[src/rtl/cbbm_pkg.sv]
// ----------------------------------------------------------------------------
// Contact bounce burst meter package
// Shared constants, codes and types of the burst meter front and back ends.
// ----------------------------------------------------------------------------
package cbbm_pkg;

   // Sizes of the design.
   localparam int CHANNELS    = 4;
   localparam int TIME_BITS   = 48;
   localparam int COUNT_BITS  = 16;
   localparam int CHAN_BITS   = 2;
   localparam int QUIET_BITS  = 24;
   localparam int IDX_BITS    = (CHANNELS > 1) ? $clog2(CHANNELS) : 1;
   localparam int QUEUE_DEPTH = 2;
   localparam int QPTR_BITS   = 1;
   localparam int QCNT_BITS   = 2;

   localparam logic [QUIET_BITS-1:0] QUIET_RESET = QUIET_BITS'(500000);

   // Input item kinds.
   localparam logic KIND_EDGE = 1'b0;
   localparam logic KIND_TICK = 1'b1;

   // Report kinds.
   localparam logic REPORT_EDGE   = 1'b0;
   localparam logic REPORT_CLOSED = 1'b1;

   // Classified item as it waits in the queue.
   typedef struct packed {
      logic                 edge_en;
      logic [CHAN_BITS-1:0] channel;
      logic                 level;
      logic [TIME_BITS-1:0] now;
   } item_type;

   // One report, without its last flag.
   typedef struct packed {
      logic                  kind;
      logic [CHAN_BITS-1:0]  channel;
      logic                  level;
      logic [TIME_BITS-1:0]  gap;
      logic [COUNT_BITS-1:0] count;
      logic [TIME_BITS-1:0]  burst;
      logic [TIME_BITS-1:0]  longest;
   } report_type;

   // Back end state machine.
   typedef enum logic [1:0] {
      ST_EDGE,
      ST_SCAN,
      ST_FLUSH
   } back_state_type;

endpackage

[src/rtl/cbbm_front.sv]
// ----------------------------------------------------------------------------
// Burst meter front end
// Accepts items, classifies them as channel edges or time ticks and holds
// them in a short queue for the back end.
// ----------------------------------------------------------------------------
module cbbm_front
   import cbbm_pkg::*;
(
   input  logic                 clock,
   input  logic                 reset,
   input  logic                 req_valid,
   output logic                 req_ready,
   input  logic                 req_kind,
   input  logic [CHAN_BITS-1:0] req_channel,
   input  logic                 req_edge_level,
   input  logic [TIME_BITS-1:0] req_now_us,
   output logic                 head_valid,
   output item_type             head_item,
   input  logic                 head_pop
);

   item_type               queue_ff [QUEUE_DEPTH];
   logic [QPTR_BITS-1:0]   wr_ptr_ff, wr_ptr_in;
   logic [QPTR_BITS-1:0]   rd_ptr_ff, rd_ptr_in;
   logic [QCNT_BITS-1:0]   fill_ff, fill_in;
   logic                   push;
   logic                   pop;
   item_type               new_item;

   // An edge on a channel that does not exist is handled as a tick.
   always_comb begin
      new_item.edge_en = (req_kind == KIND_EDGE) &&
                         ({1'b0, req_channel} < (CHAN_BITS + 1)'(CHANNELS));
      new_item.channel = req_channel;
      new_item.level   = req_edge_level;
      new_item.now     = req_now_us;
   end

   assign req_ready  = (fill_ff != QCNT_BITS'(QUEUE_DEPTH));
   assign head_valid = (fill_ff != '0);
   assign head_item  = queue_ff[rd_ptr_ff];
   assign push       = req_valid && req_ready;
   assign pop        = head_pop && head_valid;

   // Queue pointers and fill level.
   always_comb begin
      wr_ptr_in = push ? wr_ptr_ff + 1'b1 : wr_ptr_ff;
      rd_ptr_in = pop ? rd_ptr_ff + 1'b1 : rd_ptr_ff;
      fill_in   = fill_ff;
      if (push && !pop) begin
         fill_in = fill_ff + 1'b1;
      end else if (pop && !push) begin
         fill_in = fill_ff - 1'b1;
      end
   end

   always_ff @(posedge clock) begin
      if (reset) begin
         wr_ptr_ff <= '0;
         rd_ptr_ff <= '0;
         fill_ff   <= '0;
      end else begin
         wr_ptr_ff <= wr_ptr_in;
         rd_ptr_ff <= rd_ptr_in;
         fill_ff   <= fill_in;
      end
   end

   // Queue storage.
   always_ff @(posedge clock) begin
      if (push) begin
         queue_ff[wr_ptr_ff] <= new_item;
      end
   end

endmodule

[src/rtl/cbbm_back.sv]
// ----------------------------------------------------------------------------
// Burst meter back end
// Applies the edge of the queue head to its channel, then scans every
// channel for a quiet burst and closes it. Reports leave through an output
// register; one report is held back so that the final one can be flagged.
// ----------------------------------------------------------------------------
module cbbm_back
   import cbbm_pkg::*;
(
   input  logic                  clock,
   input  logic                  reset,
   input  logic [QUIET_BITS-1:0] quiet_time,
   input  logic                  head_valid,
   input  item_type              head_item,
   output logic                  head_pop,
   output logic                  rsp_valid,
   input  logic                  rsp_ready,
   output report_type            rsp_report,
   output logic                  rsp_last
);

   // Per-channel burst state.
   logic [TIME_BITS-1:0]  start_ff   [CHANNELS];
   logic [TIME_BITS-1:0]  latest_ff  [CHANNELS];
   logic [COUNT_BITS-1:0] count_ff   [CHANNELS];
   logic [TIME_BITS-1:0]  longest_ff [CHANNELS];
   logic                  level_ff   [CHANNELS];

   back_state_type        state_ff, state_in;
   logic [IDX_BITS-1:0]   idx_ff, idx_in;
   report_type            pend_ff, pend_in;
   logic                  pend_valid_ff, pend_valid_in;
   logic                  rsp_valid_ff;
   report_type            rsp_report_ff;
   logic                  rsp_last_ff;

   logic [IDX_BITS-1:0]   addr;
   logic [TIME_BITS-1:0]  rd_start;
   logic [TIME_BITS-1:0]  rd_latest;
   logic [COUNT_BITS-1:0] rd_count;
   logic [TIME_BITS-1:0]  rd_longest;
   logic                  rd_level;
   logic [TIME_BITS-1:0]  since;
   logic [TIME_BITS-1:0]  duration;
   logic                  quiet_hit;
   logic [COUNT_BITS-1:0] count_next;
   logic                  out_free;
   logic                  out_load;
   logic                  out_last;
   logic                  wr_start;
   logic                  wr_edge;
   logic                  wr_close;
   logic                  wr_longest;

   // One channel is addressed per cycle: the edge channel, then the scan.
   assign addr       = (state_ff == ST_EDGE) ? IDX_BITS'(head_item.channel) : idx_ff;
   assign rd_start   = start_ff[addr];
   assign rd_latest  = latest_ff[addr];
   assign rd_count   = count_ff[addr];
   assign rd_longest = longest_ff[addr];
   assign rd_level   = level_ff[addr];

   // Time differences wrap modulo the timestamp width.
   assign since      = head_item.now - rd_latest;
   assign duration   = rd_latest - rd_start;
   assign quiet_hit  = (rd_count != '0) && (since >= TIME_BITS'(quiet_time));
   assign count_next = (rd_count == '1) ? rd_count : rd_count + 1'b1;
   assign out_free   = !rsp_valid_ff || rsp_ready;

   // Sequencer: edge update, channel scan, then release of the held report.
   always_comb begin
      state_in      = state_ff;
      idx_in        = idx_ff;
      pend_in       = pend_ff;
      pend_valid_in = pend_valid_ff;
      head_pop      = 1'b0;
      out_load      = 1'b0;
      out_last      = 1'b0;
      wr_start      = 1'b0;
      wr_edge       = 1'b0;
      wr_close      = 1'b0;
      wr_longest    = 1'b0;
      unique case (state_ff)
         ST_EDGE: begin
            if (head_valid) begin
               if (head_item.edge_en) begin
                  wr_edge          = 1'b1;
                  wr_start         = (rd_count == '0);
                  pend_in.kind     = REPORT_EDGE;
                  pend_in.channel  = head_item.channel;
                  pend_in.level    = head_item.level;
                  pend_in.gap      = (rd_count == '0) ? '0 : since;
                  pend_in.count    = count_next;
                  pend_in.burst    = '0;
                  pend_in.longest  = '0;
                  pend_valid_in    = 1'b1;
               end
               idx_in   = '0;
               state_in = ST_SCAN;
            end
         end
         ST_SCAN: begin
            if (quiet_hit && pend_valid_ff && !out_free) begin
               // Wait until the held report can move to the output.
               state_in = ST_SCAN;
            end else begin
               if (quiet_hit) begin
                  out_load        = pend_valid_ff;
                  wr_close        = 1'b1;
                  wr_longest      = (duration > rd_longest);
                  pend_in.kind    = REPORT_CLOSED;
                  pend_in.channel = CHAN_BITS'(idx_ff);
                  pend_in.level   = rd_level;
                  pend_in.gap     = '0;
                  pend_in.count   = rd_count;
                  pend_in.burst   = duration;
                  pend_in.longest = (duration > rd_longest) ? duration : rd_longest;
                  pend_valid_in   = 1'b1;
               end
               if (idx_ff == IDX_BITS'(CHANNELS - 1)) begin
                  state_in = ST_FLUSH;
               end else begin
                  idx_in = idx_ff + 1'b1;
               end
            end
         end
         ST_FLUSH: begin
            if (!pend_valid_ff) begin
               head_pop = 1'b1;
               state_in = ST_EDGE;
            end else if (out_free) begin
               out_load      = 1'b1;
               out_last      = 1'b1;
               pend_valid_in = 1'b0;
               head_pop      = 1'b1;
               state_in      = ST_EDGE;
            end
         end
         default: begin
            state_in = ST_EDGE;
         end
      endcase
   end

   // Control registers.
   always_ff @(posedge clock) begin
      if (reset) begin
         state_ff      <= ST_EDGE;
         idx_ff        <= '0;
         pend_valid_ff <= 1'b0;
         rsp_valid_ff  <= 1'b0;
      end else begin
         state_ff      <= state_in;
         idx_ff        <= idx_in;
         pend_valid_ff <= pend_valid_in;
         if (out_load) begin
            rsp_valid_ff <= 1'b1;
         end else if (rsp_ready) begin
            rsp_valid_ff <= 1'b0;
         end
      end
   end

   // Held report and output register.
   always_ff @(posedge clock) begin
      pend_ff <= pend_in;
      if (out_load) begin
         rsp_report_ff <= pend_ff;
         rsp_last_ff   <= out_last;
      end
   end

   // Burst state; reset closes every burst.
   always_ff @(posedge clock) begin
      if (reset) begin
         for (int i = 0; i < CHANNELS; i++) begin
            start_ff[i]   <= '0;
            latest_ff[i]  <= '0;
            count_ff[i]   <= '0;
            longest_ff[i] <= '0;
            level_ff[i]   <= 1'b0;
         end
      end else begin
         if (wr_start) begin
            start_ff[addr] <= head_item.now;
         end
         if (wr_edge) begin
            latest_ff[addr] <= head_item.now;
            level_ff[addr]  <= head_item.level;
            count_ff[addr]  <= count_next;
         end
         if (wr_close) begin
            count_ff[addr] <= '0;
         end
         if (wr_longest) begin
            longest_ff[addr] <= duration;
         end
      end
   end

   assign rsp_valid  = rsp_valid_ff;
   assign rsp_report = rsp_report_ff;
   assign rsp_last   = rsp_last_ff;

endmodule

[src/rtl/contact_bounce_burst_meter.sv]
// ----------------------------------------------------------------------------
// Contact bounce burst meter
// Per-channel bounce measurement with quiet-time burst closing.
// ----------------------------------------------------------------------------
// Each item passes through the back end in steps: the edge update, the quiet
// scan over every channel, and the release of the final report. The scan
// visits one channel per cycle, unless it waits as below, through the single
// port of the per-channel state. Up to two items wait in the input queue.
// When a channel closes while an earlier report of the same item is still
// held back, the scan waits on that channel for as long as the output
// register stays full. The release cycle waits the same way for a free
// output register.
// An edge on a channel yields its edge report first, then every burst that
// has been quiet for quiet_time_us closes in ascending channel order, with
// rsp_last marking the final report of the item.
// ----------------------------------------------------------------------------
module contact_bounce_burst_meter
   import cbbm_pkg::*;
(
   input  logic                  clock,
   input  logic                  reset,
   input  logic                  req_valid,
   output logic                  req_ready,
   input  logic                  req_kind,
   input  logic [CHAN_BITS-1:0]  req_channel,
   input  logic                  req_edge_level,
   input  logic [TIME_BITS-1:0]  req_now_us,
   output logic                  rsp_valid,
   input  logic                  rsp_ready,
   output logic                  rsp_report_kind,
   output logic [CHAN_BITS-1:0]  rsp_report_channel,
   output logic                  rsp_line_level,
   output logic [TIME_BITS-1:0]  rsp_gap_us,
   output logic [COUNT_BITS-1:0] rsp_edge_count,
   output logic [TIME_BITS-1:0]  rsp_burst_us,
   output logic [TIME_BITS-1:0]  rsp_longest_us,
   output logic                  rsp_last,
   input  logic                  csr_wr_en,
   input  logic [QUIET_BITS-1:0] csr_wr_data
);

   logic [QUIET_BITS-1:0] quiet_ff;
   logic                  head_valid;
   item_type              head_item;
   logic                  head_pop;
   report_type            report;

   // Quiet time register.
   always_ff @(posedge clock) begin
      if (reset) begin
         quiet_ff <= QUIET_RESET;
      end else if (csr_wr_en) begin
         quiet_ff <= csr_wr_data;
      end
   end

   cbbm_front u_front (
      .clock          (clock),
      .reset          (reset),
      .req_valid      (req_valid),
      .req_ready      (req_ready),
      .req_kind       (req_kind),
      .req_channel    (req_channel),
      .req_edge_level (req_edge_level),
      .req_now_us     (req_now_us),
      .head_valid     (head_valid),
      .head_item      (head_item),
      .head_pop       (head_pop)
   );

   cbbm_back u_back (
      .clock      (clock),
      .reset      (reset),
      .quiet_time (quiet_ff),
      .head_valid (head_valid),
      .head_item  (head_item),
      .head_pop   (head_pop),
      .rsp_valid  (rsp_valid),
      .rsp_ready  (rsp_ready),
      .rsp_report (report),
      .rsp_last   (rsp_last)
   );

   // Report fields onto their ports.
   assign rsp_report_kind    = report.kind;
   assign rsp_report_channel = report.channel;
   assign rsp_line_level     = report.level;
   assign rsp_gap_us         = report.gap;
   assign rsp_edge_count     = report.count;
   assign rsp_burst_us       = report.burst;
   assign rsp_longest_us     = report.longest;

endmodule

[config.mk]
export PLATFORM = sky130hd
export DESIGN_NAME = contact_bounce_burst_meter
export DESIGN_NICKNAME = d
export VERILOG_FILES = /design/src/rtl/cbbm_pkg.sv /design/src/rtl/cbbm_front.sv /design/src/rtl/cbbm_back.sv /design/src/rtl/contact_bounce_burst_meter.sv
export SDC_FILE = /design/constraint.sdc
export NUM_CORES = 2
export LEC_CHECK = 0
export ABC_AREA = 0
export BUFFER_PORTS_ARGS = -buffer_cell sky130_fd_sc_hd__buf_2
export CAP_MARGIN = 15
export CORE_MARGIN = 10
export CORE_UTILIZATION = 58
export CTS_BUF_LIST = sky130_fd_sc_hd__clkbuf_8
export CTS_CLUSTER_SIZE = 28
export DETAILED_ROUTE_END_ITERATION = 16
export PLACE_DENSITY = 0.82
export SETUP_SLACK_MARGIN = 0.05
export SLEW_MARGIN = 10
export SYNTH_ARGS = -nofsm -noshare
export SYNTH_HDL_FRONTEND = slang
export SYNTH_SLANG_ARGS = --single-unit
[constraint.sdc]
create_clock -name clock -period 20 [get_ports clock]
set_input_delay 4 -clock clock [delete_from_list [all_inputs] [get_ports clock]]
set_output_delay 4 -clock clock [all_outputs]
set_load 0.05 [all_outputs]
==> impl_metrics.json <==
{
  "cts_tree": "done",
  "post-synth-top-area-cell": "edfxtp_1",
  "netlist_instances": 4455,
  "postRouteAntennaNets": 0,
  "yosysSeqAreaShare": 0.636,
  "syn_to_final_growth_pct": 11.5,
  "min_path_type": "flop to flop",
  "period_share": 0.545,
  "fin_nets": 4995,
  "die_h_microns": 319,
  "wl_per_cell_microns": 22.9,
  "irDropWorstVdd_uv": 167,
  "grt_pass1_vias": 35800,
  "cts_setup_buffers": 0,
  "cp_data_required_time_ns": 20.56,
  "path_clk_slew_ns": 0.06,
  "postCtsHoldBufs": 0,
  "routed_wirelength_microns": 139000,
  "slew_headroom": 0.255,
  "max_freq_ghz": 0.0917,
  "vias": 36400,
  "critPathMaxStageDelay_ns": 0.95,
  "clkLatencyLatePin_ns": 0.87,
  "synthesis.nets": 4711,
  "crit_top_cell": "a21o_1",
  "power_density_nw_per_um2": 164,
  "htreeDepth": 4,
  "final_hold_viol_count": 0,
  "slew_viol_final": 0,
  "finalCriticalPeriod_ns": 10.90,
  "cts_root_buf": "clkbuf_8",
  "synth.avg_cell_area_sq_um": 11.7,
  "syn_area_sq_um": 52000,
  "leakagePower_nw": 22.9,
  "drt-initial-drc-count": 4554,
  "vias_per_cell": 6.01,
  "design.core.area_sq_um": 88600,
  "cts_buffers": 175,
  "drc": 0,
  "synth.most_common_cell": "edfxtp_1",
  "die_width_microns": 319,
  "start_util": 0.586,
  "grt_util_all_layers": 0.267,
  "ys.flop_type": "edfxtp_1",
  "antenna_found_initial": 8,
  "drv_cap": 0,
  "setup-tns-final_ns": 0,
  "yosysTopAreaCellShare": 0.622,
  "io-pin-count": 248,
  "numPortBuffers": 247,
  "end_kind": "flop",
  "ys_seq_elements": 1112,
  "crit_type": "flop to flop",
  "crit_path_max_fanout": 70,
  "cts_sinks": 1112,
  "std_cell_rows": 109,
  "worst_clock_skew_ns": 0.0576,
  "drive_gt1_frac": 0.147,
  "grt_pass1_wl_microns": 210000,
  "cts_buffer_depth": 3,
  "gp_congestion": 0.963,
  "rsz0062_at_grt": "no",
  "cts_resized": 0,
  "yosysUniqueCellTypes": 81,
  "gr-total-overflow": 0,
  "async_flop_share": 0,
  "whs_ns": 0.384,
  "setup_viol": 0,
  "cp.arrival_ns": 11.47,
  "first_pass_iters": 7,
  "status": "finished, final reports clean",
  "die_area_sq_um": 102000,
  "worstMarginPinSlew_ns": 1.12,
  "yosys-top-cells-count": "edfxtp_1, nor2_1, nand2_1",
  "start_kind": "flop",
  "synthTopCellsByArea": "edfxtp_1, nor2_1, nand2_1, ha_1, mux4_2",
  "dp.final_hpwl_microns": 91000,
  "grt_max_degree": 106,
  "synth_edf_count": 1077,
  "synth_warnings": 0,
  "crit_slowest_cell": "mux2i_4"
}
==> worst paths after layout <==
path	startpoint	end	slack, ns	depth (start not counted)
setup / recovery	u_back.state_ff[0]$_SDFFE_PP0P_	u_back.longest_ff[0][39]$_SDFFCE_PN0P_	9.10	35
hold / removal	u_back.pend_ff[59]$_SDFFCE_PN0P_	u_back.rsp_report[59]$_DFFE_PP_	0.38	0
setup reg to reg	u_back.state_ff[0]$_SDFFE_PP0P_	u_back.longest_ff[0][39]$_SDFFCE_PN0P_	9.10	35
hold reg to reg	u_back.pend_ff[59]$_SDFFCE_PN0P_	u_back.rsp_report[59]$_DFFE_PP_	0.38	0
==> critical path: cells and delay by family, from the launching register on <==
| kind | cells | cell delay, ns |
|---|---|---|
| AO/OA/AOI/OAI | 20 | 5.09 |
| AND/OR/NAND/NOR | 5 | 1.00 |
| adder cells (fa/ha/maj) | 3 | 1.17 |
| multiplexers | 1 | 0.95 |
| buffers and inverters | 6 | 1.97 |
| flip-flops | 1 | 0.34 |
==> sequential cells by signal, summed over array words and instances, names as in the netlist, named ones only <==
signal and flops:
u_back.pend_valid_ff 1, u_back.rsp_valid 1, u_back.state_ff 2, u_back.rsp_report 164, u_back.pend_ff 164, u_back.count_ff 64, u_front.wr_ptr_ff 1, u_back.idx_ff 2
u_back.longest_ff 192, quiet_ff 24, u_back.rsp_last 1, u_front.rd_ptr_ff 1, u_back.latest_ff 192, u_front.queue_ff 104, u_front.fill_ff 2, u_back.start_ff 192
u_back.level_ff 4
==> power breakdown <==
part / switching, W / internal (W) / leakage (nW)
clock network: 0.000907 / 0.000966 / 1.96
logic: 0.00291 / 0.00149 / 10.0
registers: 0.000105 / 0.00312 / 11.0
==> final cells by class <==
type,instances,area [sq um]
flip-flops and latches,1112,33000
fillers,6440,30700
multi-input cells,2821,17100
clock buffers,191,2630
repair buffers,323,1820
well taps,1165,1460
inverters,306,1150
clock inverters,133,787
diodes,7,17.5
==> cells in the final DEF, fill, tap and decap left out, drive strengths merged, types with 22 or more instances in the layout <==
master | Yosys | layout
xnor2 | 60 | 60
nor2 | 838 | 838
a21o | 82 | 82
clkinv | 2 | 60
and2 | 28 | 28
o21a | 26 | 26
mux2 | 36 | 36
nand4 | 42 | 42
dfxtp | 35 | 35
edfxtp | 1077 | 1077
inv | 304 | 370
mux2i | 84 | 84
nand3 | 52 | 52
mux4 | 66 | 66
ha | 173 | 173
buf | 69 | 323
nor3 | 48 | 48
nand2 | 586 | 586
clkbuf | 147 | 191
xor2 | 40 | 40
and3 | 29 | 29
o211ai | 22 | 22
a21oi | 292 | 292
o21ai | 98 | 98
==> layer usage <==
metal  track usage  share of wire  vias to the layer above
met3        0.0713           0.12                      357
met2         0.406           0.45                     2226
li1              -              -                    16300
met1         0.357           0.39                    17500
met4         0.122          0.042                        0
met5             0              0                        -
==> metrics by stage <==
step           setup slack, ns  cell area [sq um]   util  std cells  power (W)
2_1_floorplan            0.972              52000      -       4455    0.00606
3_3_place_gp              9.74              54500  0.615       5727    0.00742
3_5_place_dp              9.42              54500  0.615       5727    0.00752
4_1_cts                   9.34              58000  0.654       6051    0.00941
5_1_grt                   8.52              58000  0.654       6054    0.00999
6_report                  9.10              58000  0.654       6058    0.00949
==> cell families (layout without fill, tap and decap cells) <==
kind of cell / after synthesis / in the layout / share of synthesized area
compound gates: 641 / 641 / 0.0755
xor+xnor: 100 / 100 / 0.0168
fa+ha+maj: 175 / 175 / 0.0424
buf+inv: 522 / 953 / 0.0394
flops: 1112 / 1112 / 0.636
mux: 186 / 186 / 0.0526
other cells: 0 / 7 / 0
simple gates: 1719 / 1719 / 0.138
Note: power is estimated with default switching activity, not from simulation.
